$ cat src/rtl/assert_macros.svh
// ---------------------------------------------------------------------------
// assertion macros
// shared concurrent assertion forms, reset-gated on an active-low reset
// ---------------------------------------------------------------------------
`ifndef ASSERT_MACROS_SVH
`define ASSERT_MACROS_SVH

// same-cycle implication
`define TVP_ASSERT_IMP(lbl, clk, rstn, ante, cons) \
  lbl: assert property (@(posedge clk) disable iff (!(rstn)) (ante) |-> (cons)) \
    else $error("assertion failed: implication");

// next-cycle implication
`define TVP_ASSERT_NXT(lbl, clk, rstn, ante, cons) \
  lbl: assert property (@(posedge clk) disable iff (!(rstn)) (ante) |=> (cons)) \
    else $error("assertion failed: next-cycle implication");

`endif

$ cat src/rtl/tvp_pkg.sv
// ---------------------------------------------------------------------------
// tvp_pkg
// constants, codes and types of the trapezoidal velocity profile block
// ---------------------------------------------------------------------------
`timescale 1ns / 1ps

package tvp_pkg;

  localparam int FRAC_BITS = 16;
  localparam int DATA_W    = 32;

  localparam longint unsigned ONE_Q     = 64'd1 << FRAC_BITS;
  localparam longint unsigned FLOOR_RAW = (ONE_Q + 64'd500) / 64'd1000;
  localparam logic [31:0] FLOOR_Q = (FLOOR_RAW != 0) ? 32'(FLOOR_RAW) : 32'd1;
  localparam logic [31:0] TOL_Q   = 32'((ONE_Q + 64'd500000) / 64'd1000000);
  localparam int          TICK_SHIFT = FRAC_BITS - 2;
  localparam logic [47:0] TICK_Q  = 48'd1 << TICK_SHIFT;

  localparam logic [31:0] FEED_RST  = 32'd39321600;
  localparam logic [31:0] ACCEL_RST = 32'd6553600;
  localparam logic [31:0] DECEL_RST = 32'd6553600;
  localparam logic [31:0] VLIM_RST  = 32'd655360;

  // register indexes
  localparam logic [1:0] REG_FEED  = 2'd0;
  localparam logic [1:0] REG_ACCEL = 2'd1;
  localparam logic [1:0] REG_DECEL = 2'd2;
  localparam logic [1:0] REG_VLIM  = 2'd3;

  // commands
  localparam logic CMD_START = 1'b0;
  localparam logic CMD_TICK  = 1'b1;

  // phases
  localparam logic [1:0] PH_ACC   = 2'd0;
  localparam logic [1:0] PH_CRUISE = 2'd1;
  localparam logic [1:0] PH_DEC   = 2'd2;

  // shared unit operations
  localparam logic [1:0] OP_MUL  = 2'd0;
  localparam logic [1:0] OP_DIV  = 2'd1;
  localparam logic [1:0] OP_SQRT = 2'd2;

  typedef struct packed {
    logic       start;
    logic [1:0] op;
  } alu_req_t;

endpackage

$ cat src/rtl/tvp_alu.sv
// ---------------------------------------------------------------------------
// tvp_alu
// shared unit: 32x32 multiply, bit-serial rounding divide (64/33)
// and digit-serial integer square root (64 -> 32)
// ---------------------------------------------------------------------------
`timescale 1ns / 1ps

module tvp_alu (
  input  logic              clk,
  input  logic              rst_n,
  input  tvp_pkg::alu_req_t req,
  input  logic [63:0]       opa,
  input  logic [32:0]       opb,
  output logic              done,
  output logic [63:0]       res
);
  import tvp_pkg::*;

  logic        busy_r, busy_nxt;
  logic [1:0]  op_r, op_nxt;
  logic [6:0]  cnt_r, cnt_nxt;
  logic [63:0] x_r, x_nxt;
  logic [32:0] b_r, b_nxt;
  logic [34:0] rem_r, rem_nxt;
  logic [31:0] root_r, root_nxt;
  logic [63:0] res_r, res_nxt;
  logic        done_r, done_nxt;

  logic [33:0] div_rs;
  logic        div_ge;
  logic        div_up;
  logic [34:0] sq_rs;
  logic [34:0] sq_trial;
  logic        sq_ge;
  logic [63:0] prod;

  assign div_rs   = {rem_r[32:0], x_r[63]};
  assign div_ge   = div_rs >= {1'b0, b_r};
  assign div_up   = {rem_r[32:0], 1'b0} >= {1'b0, b_r};
  assign sq_rs    = {rem_r[32:0], x_r[63:62]};
  assign sq_trial = {1'b0, root_r, 2'b01};
  assign sq_ge    = sq_rs >= sq_trial;
  assign prod     = 64'(x_r[31:0]) * 64'(b_r[31:0]);

  always_comb begin
    busy_nxt = busy_r;
    op_nxt   = op_r;
    cnt_nxt  = cnt_r;
    x_nxt    = x_r;
    b_nxt    = b_r;
    rem_nxt  = rem_r;
    root_nxt = root_r;
    res_nxt  = res_r;
    done_nxt = 1'b0;
    if (req.start) begin
      busy_nxt = 1'b1;
      op_nxt   = req.op;
      x_nxt    = opa;
      b_nxt    = opb;
      rem_nxt  = '0;
      root_nxt = '0;
      cnt_nxt  = (req.op == OP_SQRT) ? 7'd32 : 7'd64;
    end else if (busy_r) begin
      unique case (op_r)
        OP_DIV: begin
          if (cnt_r != 7'd0) begin
            rem_nxt = div_ge ? 35'(div_rs - {1'b0, b_r}) : 35'(div_rs);
            x_nxt   = {x_r[62:0], div_ge};
            cnt_nxt = cnt_r - 7'd1;
          end else begin
            // round to nearest, ties up
            res_nxt  = x_r + 64'(div_up);
            done_nxt = 1'b1;
            busy_nxt = 1'b0;
          end
        end
        OP_SQRT: begin
          if (cnt_r != 7'd0) begin
            rem_nxt  = sq_ge ? (sq_rs - sq_trial) : sq_rs;
            root_nxt = {root_r[30:0], sq_ge};
            x_nxt    = {x_r[61:0], 2'b00};
            cnt_nxt  = cnt_r - 7'd1;
          end else begin
            res_nxt  = 64'(root_r);
            done_nxt = 1'b1;
            busy_nxt = 1'b0;
          end
        end
        default: begin
          res_nxt  = prod;
          done_nxt = 1'b1;
          busy_nxt = 1'b0;
        end
      endcase
    end
  end

  always_ff @(posedge clk) begin
    if (!rst_n) begin
      busy_r <= 1'b0;
      done_r <= 1'b0;
    end else begin
      busy_r <= busy_nxt;
      done_r <= done_nxt;
    end
    op_r   <= op_nxt;
    cnt_r  <= cnt_nxt;
    x_r    <= x_nxt;
    b_r    <= b_nxt;
    rem_r  <= rem_nxt;
    root_r <= root_nxt;
    res_r  <= res_nxt;
  end

  assign done = done_r;
  assign res  = res_r;

endmodule

$ cat config.mk
export PLATFORM = sky130hd
export DESIGN_NAME = tvp_alu
export DESIGN_NICKNAME = d
export VERILOG_FILES = /design/src/rtl/assert_macros.svh /design/src/rtl/tvp_pkg.sv /design/src/rtl/tvp_alu.sv
export SDC_FILE = /design/constraint.sdc
export NUM_CORES = 2
export LEC_CHECK = 0
export BUFFER_PORTS_ARGS = -buffer_cell sky130_fd_sc_hd__buf_2
export CORE_MARGIN = 2
export CORE_UTILIZATION = 60
export CTS_BUF_LIST = sky130_fd_sc_hd__clkbuf_16
export DETAILED_ROUTE_END_ITERATION = 8
export PLACE_DENSITY = 0.79
export SKIP_CTS_REPAIR_TIMING = 1
export SLEW_MARGIN = 15
export SYNTH_ARGS = -nofsm -noshare
export SYNTH_HDL_FRONTEND = slang
export SYNTH_SLANG_ARGS = --single-unit
$ cat constraint.sdc
create_clock -name clk -period 8.1 [get_ports clk]
set_clock_uncertainty 0.15 [all_clocks]
set_input_delay 0 -clock clk [delete_from_list [all_inputs] [get_ports clk]]
set_output_delay 0 -clock clk [all_outputs]
set_load 0.005 [all_outputs]
Word level (Yosys, flattened, before mapping)
Cells that the tools add are included.
{ "word_totals": {"ff_bits": 237, "elab_cells": 66} }
{ "op_classes": {"mul": 1, "add_sub_neg": 4, "n_reduce_logical": 13, "n_lt_le_gt_ge": 3, "bitwise_logic": 3, "muxes": 24, "n_eq_ne": 9} }
{ "op_table": {"columns": ["operator", "count"], "rows": [
  ["$mux W64", 6],
  ["$pmux W64 S2", 2],
  ["$mux W33", 4],
  ["$ge A34 B33 Y1", 2],
  ["$pmux W33 S2", 1],
  ["$sub A33 B33 Y33", 2],
  ["$add A64 B1 Y64", 1],
  ["$mul A32 B32 Y64", 1],
  ["$ge A35 B34 Y1", 1],
  ["$mux W7", 5],
  ["$reduce_and A4 Y1", 3],
  ["$ne A2 B2 Y1 const B", 4],
  ["$reduce_bool A2 Y1", 4],
  ["$reduce_bool A7 Y1", 1],
  ["$sub A7 B1 Y7 const B", 1],
  ["$mux W1", 6],
  ["$ne A3 B3 Y1 const B", 2],
  ["$reduce_and A3 Y1", 2],
  ["$eq A2 B2 Y1 const B", 2],
  ["$not A1 Y1", 3],
  ["$reduce_bool A3 Y1", 1],
  ["$reduce_or A3 Y1", 1],
  ["$eq A2 B1 Y1 const B", 1],
  ["$reduce_or A2 Y1", 1]
]} }

Logic depth before layout (Yosys ltp)
{ "logic_depth": {"depth_word": 5, "mapped_depth": 28, "depth_no_buf": 26} }

Least setup slack after synthesis
OpenSTA, ideal clock, no wires.
{ "synth_timing": {"path_type": "flip-flop to flip-flop", "start": "register x_r[17]", "end": "register res_r[47], in the netlist res[47] (data pin)", "path_slack_ns": 0.440, "path_stages_with_launch": 22, "period_less_slack_ns": 7.660, "required_time_ns": 7.685, "setup_time_ns": 0.265, "arrival_time_ns": 7.245, "cell_sequence": "edfxtp_1 -> inv_1 -> clkbuf_1 -> nor2_1 -> fa_1 -> fa_1 -> inv_1 -> fa_1 -> fa_1 -> inv_1 -> fa_1 -> fa_1 -> fa_1 -> fa_1 -> ha_1 -> nand2_1 -> or3_1 -> or4_1 -> o211a_1 -> o211a_1 -> and4_1 -> or3_1"} }
{ "synth_via": {"elab_chain_cells": 3} }
{ "synth_rtl": {"columns": ["item", "line", "text"], "rows": [
  ["start: declaration", "tvp_alu.sv:22", "logic [63:0] x_r, x_nxt;"],
  ["start signal: assignment", "tvp_alu.sv:108", "x_r <= x_nxt;"],
  ["parallel branches: the longest is 2 deep, another holds $mul A32 B32 Y64", null, null],
  ["$pmux W64 S2 (*)", "tvp_alu.sv:64", "unique case (op_r)"],
  ["end signal: assignment", "tvp_alu.sv:112", "res_r <= res_nxt;"],
  ["end: declaration", "tvp_alu.sv:26", "logic [63:0] res_r, res_nxt;"]
]} }
Every way passes the cells marked *. The select of a mux whose other input is x is not followed.
A chain may end at the register's enable or synchronous reset.

Final worst setup path
{ "layout_timing": {"start": "register x_r[13]", "end": "register res_r[47], in the netlist res[47] (data pin)"} }
The elaborated chain is that of the path after synthesis.

==> results.tsv <==
metric	value	unit
clk_lat worst skew	0.64	ns
final setup fails	0	
net count after synthesis	6794	
count of cell types in the netlist	83	
overall via count from detail_route	40667	
Max Clock Freq	126	MHz
count of mapped cells out of synthesis	5459	
initial antenna violation count	5	
post-synthesis register bit count	237	
fraction of final layout cells sized beyond drive strength 1	9.63	%
delay of the slowest critical-path stage	0.58	ns
cell row count	104	
type of the worst setup path	register to register	
final hold viol count	0	
combined area of all synthesized cells	48800	um^2
average cell area after synthesis	8.94	um^2
Max-slew headroom	26.0	%
Crit path required time	8.31	ns
sum of negative setup slack	0	ns
initial standard-cell utilization of the core	60.6	%
Routed Antenna Nets	0	
area of the multi-input gates	37700	um^2
pins over their slew limit	0	
CP dominant cell by count	sky130_fd_sc_hd__fa_1	
vertical die dimension	289	um
TritonCTS clock tree	yes	
fill cell count	6100	
number of vias per cell after detailed routing	5.99	
number of CTS-inserted buffers	30	
total global routing track utilization	36.1	%
run status	finished clean	
HPWL reported at the end of detailed placement	122000	um
largest net degree at the start of global routing	90	
max capacitance violation total	0	
final antenna diode count	0	
pin slew with the least headroom to its limit	1.10	ns
CTS root buf	sky130_fd_sc_hd__clkbuf_16	
final critical path time including I/O delays and setup	7.96	ns
kind of path behind the tightest hold check	input port to register	
clk slew on worst S/H paths	0.07	ns
final worst-path cycle share	98.3	%
Worst Setup Start Kind	register	
Post-synth EDFFs	170	
total number of clock tree sinks	237	
DRC violation total after the first TritonRoute iteration	4416	
total wire length	152000	um
wire length of the first global-routing pass	231000	um
critical path's slowest cell	sky130_fd_sc_hd__fa_1	
Layout Area Growth over Synthesis	11.9	%
maximum buffer depth of the clock tree	3	
width of the die	289	um
number of H-tree branching levels	1	
total I/O pin count	167	
TritonRoute pass-1 iters	6	
die footprint	83600	um^2
largest fanout of any net on the critical path	11	
post-layout net count	7045	
via count of the first global-routing pass	40554	
Crit path arrival time	8.17	ns
DRC violation count after routing	0	
Congestion Overflow GR	0	
sequential-to-total area share from yosys stat	13.2	%
routed wire length per instance	22.3	um
cells along the critical path	buf_12, and2_1, fa_1, fa_1, inv_1, fa_1, fa_1, fa_1, inv_1, fa_1, fa_1, fa_1, ha_4, buf_4, nand2_1, or3_4, or4_4, o211a_4, o211a_1, and4_1, or3_1	
unrepaired setup endpoints after global routing	yes	
global placer's final weighted congestion	1.02	
Primary FF master, synth	sky130_fd_sc_hd__edfxtp_1	
share of synthesized flip-flops with an asynchronous set or reset	0	%
number of warnings reported in the yosys synthesis log	0	
count of port buffers added during placement	166	
core area	80500	um^2
flip-flop and latch area	6450	um^2
endpoint type of the worst setup path	register	
-- final cells by class --
type	count	area share, %
repair buffers	556	8.27
flip-flops and latches	237	11.8
inverters	960	6.63
clock inverters	24	0.346
multi-input cells	3925	69.0
well taps	1060	2.43
clock buffers	32	1.47
-- critical path, delay by kind of cell, from the launching register on --
kind	cells	cell delay, ns
fa+ha+maj	9	4.50
simple gates	6	1.64
compound gates	2	0.48
flops	1	0.47
buf+inv	4	0.43
-- Yosys cell counts (6+ instances only) --
cell type | number | area (um^2)
sky130_fd_sc_hd__a211o_1 | 11 | 96.3
sky130_fd_sc_hd__a211oi_1 | 14 | 105
sky130_fd_sc_hd__a21o_1 | 61 | 458
sky130_fd_sc_hd__a21oi_1 | 199 | 996
sky130_fd_sc_hd__a221oi_1 | 34 | 298
sky130_fd_sc_hd__a22oi_1 | 10 | 75.1
sky130_fd_sc_hd__a31oi_1 | 29 | 181
sky130_fd_sc_hd__a32o_1 | 19 | 190
sky130_fd_sc_hd__and2_1 | 521 | 3260
sky130_fd_sc_hd__and3_1 | 28 | 175
sky130_fd_sc_hd__and4_1 | 14 | 123
sky130_fd_sc_hd__buf_1 | 27 | 101
sky130_fd_sc_hd__buf_2 | 19 | 95.1
sky130_fd_sc_hd__clkbuf_1 | 287 | 1080
sky130_fd_sc_hd__dfxtp_1 | 67 | 1340
sky130_fd_sc_hd__edfxtp_1 | 170 | 5100
sky130_fd_sc_hd__fa_1 | 897 | 18000
sky130_fd_sc_hd__ha_1 | 336 | 4200
sky130_fd_sc_hd__inv_1 | 959 | 3600
sky130_fd_sc_hd__mux2i_1 | 67 | 671
sky130_fd_sc_hd__nand2_1 | 751 | 2820
sky130_fd_sc_hd__nand2b_1 | 11 | 68.8
sky130_fd_sc_hd__nand3_1 | 81 | 405
sky130_fd_sc_hd__nand4_1 | 43 | 269
sky130_fd_sc_hd__nor2_1 | 201 | 754
sky130_fd_sc_hd__nor2b_1 | 15 | 93.8
sky130_fd_sc_hd__nor3_1 | 27 | 135
sky130_fd_sc_hd__nor4_1 | 13 | 81.3
sky130_fd_sc_hd__o2111ai_1 | 6 | 52.6
sky130_fd_sc_hd__o211ai_1 | 32 | 240
sky130_fd_sc_hd__o21a_1 | 12 | 90.1
sky130_fd_sc_hd__o21ai_0 | 142 | 711
sky130_fd_sc_hd__o21ai_1 | 22 | 110
sky130_fd_sc_hd__o21bai_1 | 25 | 188
sky130_fd_sc_hd__o22ai_1 | 23 | 144
sky130_fd_sc_hd__o31ai_1 | 6 | 45.0
sky130_fd_sc_hd__or3_1 | 17 | 106
sky130_fd_sc_hd__xnor2_1 | 105 | 920
sky130_fd_sc_hd__xor2_1 | 58 | 508
-- flip-flops by register name, summed over array words and instances, names as in the netlist --
signal and count:
res 64, busy_r 1, b_r 33, root_r 32, done 1, rem_r 33, op_r 2, cnt_r 7
x_r 64
-- placed cells by master, fill, tap and decap left out, drive strengths merged, types with 58 or more instances in the layout --
cell type,count
inv,971
fa,897
nand2,751
and2,522
buf,423
ha,336
nor2,201
a21oi,201
edfxtp,170
o21ai,164
dlygate4sd3,129
xnor2,105
nand3,81
mux2i,67
dfxtp,67
a21o,62
xor2,58
-- worst paths after layout --
path                                              from  slack [ns]                     end  depth (start not counted)
worst max-delay path                 x_r[13]$_DFFE_PP_        0.14       res[47]$_DFFE_PP_                         21
worst min-delay path                           opb[25]      0.0005       b_r[25]$_DFFE_PP_                          2
worst max register to register       x_r[13]$_DFFE_PP_        0.14       res[47]$_DFFE_PP_                         21
worst min register to register  root_r[8]$_SDFFE_PP0P_        0.34  root_r[9]$_SDFFE_PP0P_                          2
-- cell families after synthesis --
logic type / after synthesis / share of synthesized area (%)
AO/OA/AOI/OAI: 714 / 9.53
XOR/XNOR: 163 / 2.93
adder cells (fa/ha/maj): 1233 / 45.4
buffers and inverters: 1297 / 10.1
flip-flops: 237 / 13.2
multiplexers: 71 / 1.47
AND/OR/NAND/NOR: 1744 / 17.4
-- layer usage --
layer,vias to the layer above,track usage [%],part of all wire [%]
met5,-,0,0.046
li1,17665,-,-
met3,394,8.50,13
met1,20232,51.0,38
met2,2364,53.9,44
met4,12,14.9,5.1
-- through the flow --
step / setup WS [ns] / util, % / instances / instance area [um^2] / hold slack [ns]
after floorplan: 0.440 / - / 5459 / 48800 / -0.0511
after global placement: -0.137 / 64.1 / 6573 / 51600 / 0.0261
after detailed placement: -0.217 / 64.1 / 6573 / 51600 / 0.0281
after CTS: -0.257 / 65.3 / 6629 / 52600 / -0.623
after global routing: -0.0512 / 67.8 / 6794 / 54600 / -0.000512
final: 0.141 / 67.8 / 6794 / 54600 / 0.000502
Power is not shown: default switching activity piles up to over one toggle a cycle in this logic, so the estimate is an artifact.
